[src/rtl/smx_pkg.sv]
// ----------------------------------------------------------------------------
// smx_pkg
// Shared types, widths and constants of the softmax / entropy classifier.
// ----------------------------------------------------------------------------
package smx_pkg;

  localparam int NUM_CLASSES = 4;
  localparam int CLS_W       = 2;

  // log2(e) in Q1.16
  localparam logic [16:0] LOG2E_Q16 = 17'd94548;

  // fraction bits of the base-2 exponent, one multiply each
  localparam int POW_STEPS = 8;

  // exponent sum and long division
  localparam int SUM_W   = 17 + $clog2(NUM_CLASSES);
  localparam int QUO_W   = 17;
  localparam int DIV_PER = 3;
  localparam int DIV_STG = (QUO_W + DIV_PER - 1) / DIV_PER;

  // log2 fraction bits, one squaring each
  localparam int LOG_STEPS = 16;
  localparam int TERM_W    = 37;
  localparam int TSUM_W    = TERM_W + $clog2(NUM_CLASSES);

  localparam logic [15:0] MIN_GREEN_RST   = 16'd3277;
  localparam logic [15:0] MAX_ENTROPY_RST = 16'd24576;
  localparam logic [15:0] MIN_CONF_RST    = 16'd32768;

  typedef logic signed [15:0] logit_t;
  typedef logic [15:0]        q16_t;
  typedef logic [16:0]        exp_t;

  typedef enum logic [1:0] {
    CFG_MIN_GREEN   = 2'd0,
    CFG_MAX_ENTROPY = 2'd1,
    CFG_MIN_CONF    = 2'd2
  } cfg_idx_e;

  typedef struct packed {
    q16_t min_green;
    q16_t max_entropy;
    q16_t min_conf;
  } thr_t;

  // 2^(-2^-(k+1)) in Q0.16
  function automatic logic [15:0] pow2_neg(input logic [2:0] k);
    logic [15:0] v;
    unique case (k)
      3'd0: v = 16'd46341;
      3'd1: v = 16'd55109;
      3'd2: v = 16'd60097;
      3'd3: v = 16'd62757;
      3'd4: v = 16'd64132;
      3'd5: v = 16'd64830;
      3'd6: v = 16'd65182;
      3'd7: v = 16'd65359;
      default: v = 16'd65359;
    endcase
    return v;
  endfunction

endpackage

[src/rtl/smx_div.sv]
// ----------------------------------------------------------------------------
// smx_div
// Exponent sum and rounded normalisation by restoring long division,
// a few quotient bits per stage in every lane.
// ----------------------------------------------------------------------------
module smx_div (
  input  logic          clk,
  input  logic          rst_n,
  input  logic          en,
  input  logic          vld_in,
  input  smx_pkg::exp_t e_in [smx_pkg::NUM_CLASSES],
  input  smx_pkg::q16_t green_in,
  output logic          vld_out,
  output smx_pkg::q16_t prob_out [smx_pkg::NUM_CLASSES],
  output smx_pkg::q16_t green_out
);
  import smx_pkg::*;

  localparam int NSTG = DIV_STG + 1;

  logic             vld_r   [NSTG];
  q16_t             green_r [NSTG];
  logic [SUM_W-1:0] sum_r   [NSTG];
  logic [SUM_W-1:0] sum_nxt [NSTG];
  logic [SUM_W-1:0] rem_r   [NSTG][NUM_CLASSES];
  logic [SUM_W-1:0] rem_nxt [NSTG][NUM_CLASSES];
  logic [QUO_W-1:0] lo_r    [NSTG][NUM_CLASSES];
  logic [QUO_W-1:0] lo_nxt  [NSTG][NUM_CLASSES];
  logic [QUO_W-1:0] q_r     [NSTG][NUM_CLASSES];
  logic [QUO_W-1:0] q_nxt   [NSTG][NUM_CLASSES];
  logic [32:0]      num     [NUM_CLASSES];
  logic [SUM_W:0]   trial;
  logic [SUM_W-1:0] r_t;
  logic [QUO_W-1:0] l_t;
  logic [QUO_W-1:0] q_t;

  always_comb begin
    sum_nxt[0] = '0;
    for (int i = 0; i < NUM_CLASSES; i++) sum_nxt[0] = sum_nxt[0] + SUM_W'(e_in[i]);
    // quotient stays below 2^17, so the top dividend bits start as remainder
    for (int i = 0; i < NUM_CLASSES; i++) begin
      num[i]        = {e_in[i], 16'h0000} + 33'(sum_nxt[0] >> 1);
      rem_nxt[0][i] = SUM_W'(num[i][32:QUO_W]);
      lo_nxt[0][i]  = num[i][QUO_W-1:0];
      q_nxt[0][i]   = '0;
    end
    trial = '0;
    r_t   = '0;
    l_t   = '0;
    q_t   = '0;
    for (int s = 1; s < NSTG; s++) begin
      sum_nxt[s] = sum_r[s-1];
      for (int i = 0; i < NUM_CLASSES; i++) begin
        r_t = rem_r[s-1][i];
        l_t = lo_r[s-1][i];
        q_t = q_r[s-1][i];
        for (int b = 0; b < DIV_PER; b++) begin
          if ((s - 1) * DIV_PER + b < QUO_W) begin
            trial = {r_t, l_t[QUO_W-1]};
            l_t   = {l_t[QUO_W-2:0], 1'b0};
            if (trial >= {1'b0, sum_r[s-1]}) begin
              r_t = SUM_W'(trial - {1'b0, sum_r[s-1]});
              q_t = {q_t[QUO_W-2:0], 1'b1};
            end else begin
              r_t = trial[SUM_W-1:0];
              q_t = {q_t[QUO_W-2:0], 1'b0};
            end
          end
        end
        rem_nxt[s][i] = r_t;
        lo_nxt[s][i]  = l_t;
        q_nxt[s][i]   = q_t;
      end
    end
  end

  always_ff @(posedge clk) begin
    if (!rst_n) begin
      for (int s = 0; s < NSTG; s++) vld_r[s] <= 1'b0;
    end else if (en) begin
      vld_r[0] <= vld_in;
      for (int s = 1; s < NSTG; s++) vld_r[s] <= vld_r[s-1];
    end
  end

  always_ff @(posedge clk) begin
    if (en) begin
      green_r[0] <= green_in;
      for (int s = 1; s < NSTG; s++) green_r[s] <= green_r[s-1];
      sum_r <= sum_nxt;
      rem_r <= rem_nxt;
      lo_r  <= lo_nxt;
      q_r   <= q_nxt;
    end
  end

  // quotient tops out at 65536, saturate to Q0.16
  always_comb begin
    for (int i = 0; i < NUM_CLASSES; i++) begin
      prob_out[i] = q_r[NSTG-1][i][16] ? 16'hFFFF : q_r[NSTG-1][i][15:0];
    end
  end

  assign vld_out   = vld_r[NSTG-1];
  assign green_out = green_r[NSTG-1];

endmodule

[config.mk]
export PLATFORM = sky130hd
export DESIGN_NAME = smx_div
export DESIGN_NICKNAME = d
export VERILOG_FILES = /design/src/rtl/smx_pkg.sv /design/src/rtl/smx_div.sv
export SDC_FILE = /design/constraint.sdc
export NUM_CORES = 2
export LEC_CHECK = 0
export ABC_CLOCK_PERIOD_IN_PS = 26600
export BUFFER_PORTS_ARGS = -buffer_cell sky130_fd_sc_hd__buf_2
export CORE_ASPECT_RATIO = 1.4
export CORE_MARGIN = 3
export CORE_UTILIZATION = 45
export CTS_BUF_LIST = sky130_fd_sc_hd__clkbuf_8
export CTS_CLUSTER_DIAMETER = 200
export CTS_CLUSTER_SIZE = 14
export DETAILED_ROUTE_END_ITERATION = 16
export MAX_ROUTING_LAYER = met4
export PLACE_DENSITY = 0.62
export SLEW_MARGIN = 20
export SYNTH_ARGS = -nofsm -noshare
export SYNTH_HDL_FRONTEND = slang
export SYNTH_SLANG_ARGS = --single-unit
export TNS_END_PERCENT = 50
[constraint.sdc]
create_clock -name clk -period 26.6 [get_ports clk]
set_clock_uncertainty 0.1 [all_clocks]
set_input_delay 5.32 -clock clk [delete_from_list [all_inputs] [get_ports clk]]
set_output_delay 5.32 -clock clk [all_outputs]
set_load 0.01 [all_outputs]
* After elaboration in Yosys (flattened, before gate mapping)
Memory sizes are Yosys's and may differ from the RTL's.
Index checks and enable logic that the tools add are counted.
W data, S select, Z words.
** Storage, ports and cells
- Register bits after elaboration :: 1034
- Latch bits :: 0
- Bits in writable memories :: 119
- ROM bits :: 0
- Bits of input ports :: 88
- Output and inout bits :: 81
- Word-level logic and storage cells :: 374
- Memories :: 2
** Operators by class
- $add $sub $neg :: 71
- Multipliers :: 0
- Div/mod/pow operators :: 0
- $lt $le $gt $ge :: 68
- Equality and inequality tests :: 0
- Shift-type cells :: 0
- Mux-type cells :: 148
- Bitwise operators :: 7
- Reductions and logical operators :: 0
** Memories
- green_r :: depth 7, bits a word 16, rd ports 7, clocked after memory_dff 0, wr ports 7, RTL line smx_div.sv:22 : q16_t green_r [NSTG];
- vld_r :: depth 7, bits a word 1, rd ports 7, clocked after memory_dff 0, wr ports 7, RTL line smx_div.sv:21 : logic vld_r [NSTG];
** Operators by type and width (number)
- $ge A20 B19 Y1 :: 64
- $mux W19 :: 64
- $sub A19 B19 Y19 :: 60
- $add A33 B18 Y33 :: 4
- $mux W1 :: 80
- $ge A17 B19 Y1 :: 4
- $sub A17 B19 Y19 :: 4
- $mux W16 :: 4
- $add A18 B17 Y19 :: 1
- $add A19 B17 Y19 :: 1
- $add A17 B17 Y18 :: 1
- $or A1 B1 Y1 :: 7

* Depth between registers and ports, before layout
- Depth after elaboration :: 6
- Depth in mapped cells :: 41
- Mapped depth without buffers :: 37

* Least setup slack after synthesis
No wires, ideal clock.
- Path kind :: input port to flip-flop
- Start :: input e_in[1] in the netlist's numbering
- End :: register rem_r[471] in the netlist's numbering (data pin)
- Library setup time :: 0.258 ns
- Arrival :: 9.631 ns
- Data required time :: 26.242 ns
- Path slack :: 16.612 ns
- Stages :: 20
- Path buffers :: 0
- Path through :: fa_1 -> fa_1 -> ha_1 -> inv_1 -> fa_1 -> nor2b_1 -> o21ai_0 -> a21boi_0 -> o21ai_0 -> a21boi_0 -> o21ai_0 -> a21o_1 -> a31oi_1 -> nor2_1 -> a211o_1 -> ha_1 -> fa_1 -> and2_1 -> nand4_1 -> xnor2_1
** RTL lines
- start: declaration :: RTL line smx_div.sv:11 : input smx_pkg::exp_t e_in [smx_pkg::NUM_CLASSES],
- end signal: assignment :: RTL line smx_div.sv:91 : rem_r <= rem_nxt;
- end: declaration :: RTL line smx_div.sv:25 : logic [SUM_W-1:0] rem_r [NSTG][NUM_CLASSES];

==> results.yml <==
die:
  rows: 205
  die_w_um: 407.2
  initial_utilization: 0.4538
  io_pins: 169
  die_h_um: 567.6
  dieArea_um2: 231100
  fp.coreArea_um2: 223400
yosys:
  ys.warnings.count: 0
  ys_ff_latch: 929
  seq_area_frac_synth: 0.2747
  yosysTopAreaCellShare: 0.2737
  syn_avg_cell_area_um2: 9.117
  synth_flop_cell: "edfxtp_1"
  synth-edff-count: 924
  synthCells: 11120
  synth_top_area_cell: "edfxtp_1"
  netlist_area_um2: 101400
  async_flop_share: 0
  synth_nets: 12570
  synth_cell_types: 109
  synth.area.top_cells: "edfxtp_1 27%, ha_1 16%, mux2_2 6.9%, xnor2_1 5.4%, a21oi_1 4.5%"
sta:
  worst_slack_ns: 15.02
  tightest_slew_ns: 1.102
  slew_violations: 0
  rsz0062_at_grt: "false"
  slew_headroom: 0.2655
  hold_violations: 0
  setup_viol: 0
  fmax_mhz: 86.33
  fin_setup_tns_ns: 0
  post-route-period-util: 0.4355
  min_period_ns: 11.58
grt:
  gr-usage-all-layers: 0.2735
  grt_overflow: 0
  grt_antenna_before_repair: 8
  grt_pass1_wl_um: 483900
  grt_max_degree: 170
  grtUsageMet1: 0.2719
  grt_pass1_vias: 85370
  met3_usage: 0.02064
  busiest_layer: "met2"
  met2_usage: 0.4859
place:
  dpl_worst_slack_ns: 15.01
  globalplace.congestion: 1.007
  placed_cells: 14280
  port_buffers: 168
  hpwlAfterDp_um: 257000
clocking:
  postCtsSetupRepairBufs: 0
  hold_buffers: 0
  clk_pin_slew_ns: 0.11
  insertion_delay_ns: 0.86
  cts_buffers: 76
  cts.sinks: 929
  clockBufferDepth: 3
  cts_resized: 0
  htreeDepth: 3
  cts_tree: "built"
  cts_root_buf: "clkbuf_8"
flow_run:
  drv_cap: 0
worst_setup_path:
  cp.arrival_ns: 12.04
  critical_path_class: "flip-flop to flip-flop"
  critPathCaptureType: "flip-flop"
  cp.required_ns: 27.05
  cp-start-kind: "flip-flop"
  cp_slowest_stage_delay_ns: 0.96
  crit_slowest_cell: "a21oi_1"
  crit_fanout: 25
cells_and_area:
  final_util: 0.4831
  area_delta_synth_final_pct: 6.451
  final_cell_mix: "1262 x ha_1, 924 x edfxtp_1, 900 x a21oi_1, 836 x nor2_1, 823 x nand2_1"
  layout.cells.non_filler: 14380
  final_nets: 12810
  layout-drive-gt1-share: 0.1147
  fillers: 21040
  layout_commonest_cell: "ha_1"
detailed_routing:
  via_per_inst: 5.954
  num_vias: 85580
  antenna_left: 0
  drcViolationCount: 0
  drt_iter0_drc: 4795
  firstDrtPassIters: 6
  avgRoutedWirePerCell_um: 22.17
  wl_um: 318700
worst_hold_path:
  hp-class: "flip-flop to flip-flop"
status:
  status: "completed"
## metal layers
layer  up-vias  wire length (um)
met4         0             33250
met5         -                 0
met1     40540            116600
met2      1997            159300
met3       909              9534
li1      42140                 -
## Yosys cell counts, drive strengths merged, types with 214 or more instances
cell type,number
ha,1262
edfxtp,924
a21oi,906
nor2,840
nand2,823
o21ai,721
xnor2,630
mux2,623
inv,576
a21o,381
xor2,320
nor3,214
## final timing paths
check,start,end,slack [ns],cells after the start
worst min register to register,q_r[257]$_DFFE_PP_,q_r[192]$_DFFE_PP_,0.30,0
worst max-delay path,sum_nxt[24]$_DFFE_PP_,rem_r[129]$_DFFE_PP_,15.02,34
worst max register to register,sum_nxt[24]$_DFFE_PP_,rem_r[129]$_DFFE_PP_,15.02,34
worst min-delay path,q_r[257]$_DFFE_PP_,q_r[192]$_DFFE_PP_,0.30,0
## worst max-delay path, delay by kind of cell, from the launching register on
family / cells / cell delay, ns
buf+inv: 5 / 1.58
simple gates: 6 / 1.88
fa+ha+maj: 4 / 1.53
flops: 1 / 0.58
compound gates: 19 / 5.61
## state kept, by name (all words and copies together) (netlist names)
| register | flops |
|---|---|
| green_r | 112 |
| rem_r | 444 |
| vld_r | 7 |
| q_r | 248 |
| lo_r | 4 |
| sum_nxt | 114 |
## stage by stage
stage          hold WS (ns)  area (um^2)
2_1_floorplan        0.3003       101400
3_3_place_gp         0.3004       106700
3_5_place_dp         0.3045       106800
4_1_cts              0.3043       107900
5_1_grt              0.3246       107900
6_report             0.3037       107900
## cell type report
type	instances	area, um^2	share of cell area
Clock inverter	13	77.57	0.0007188
Tap cell	3001	3755	0.03479
Antenna cell	5	12.51	0.0001159
Inverter	582	2185	0.02024
Clock buffer	77	1060	0.009819
Multi-Input combinational cell	9413	70690	0.6550
Sequential cell	929	27850	0.2580
Timing Repair Buffer	355	2300	0.02131
## kinds of logic (layout without fill, tap and decap cells)
group,count (synthesis),count (layout),share of synthesized area
AOI/OAI and AO/OA,3252,3252,0.2081
xor gates and xnor gates,950,950,0.08207
adders and majority gates,1364,1364,0.1759
buffers and inverters,779,1027,0.02980
DFF,929,929,0.2747
muxes,751,751,0.08196
other,0,5,0
and+or+nand+nor,3096,3096,0.1475
Power is not shown: default switching activity piles up to over one toggle a cycle in this logic, so the estimate is an artifact.
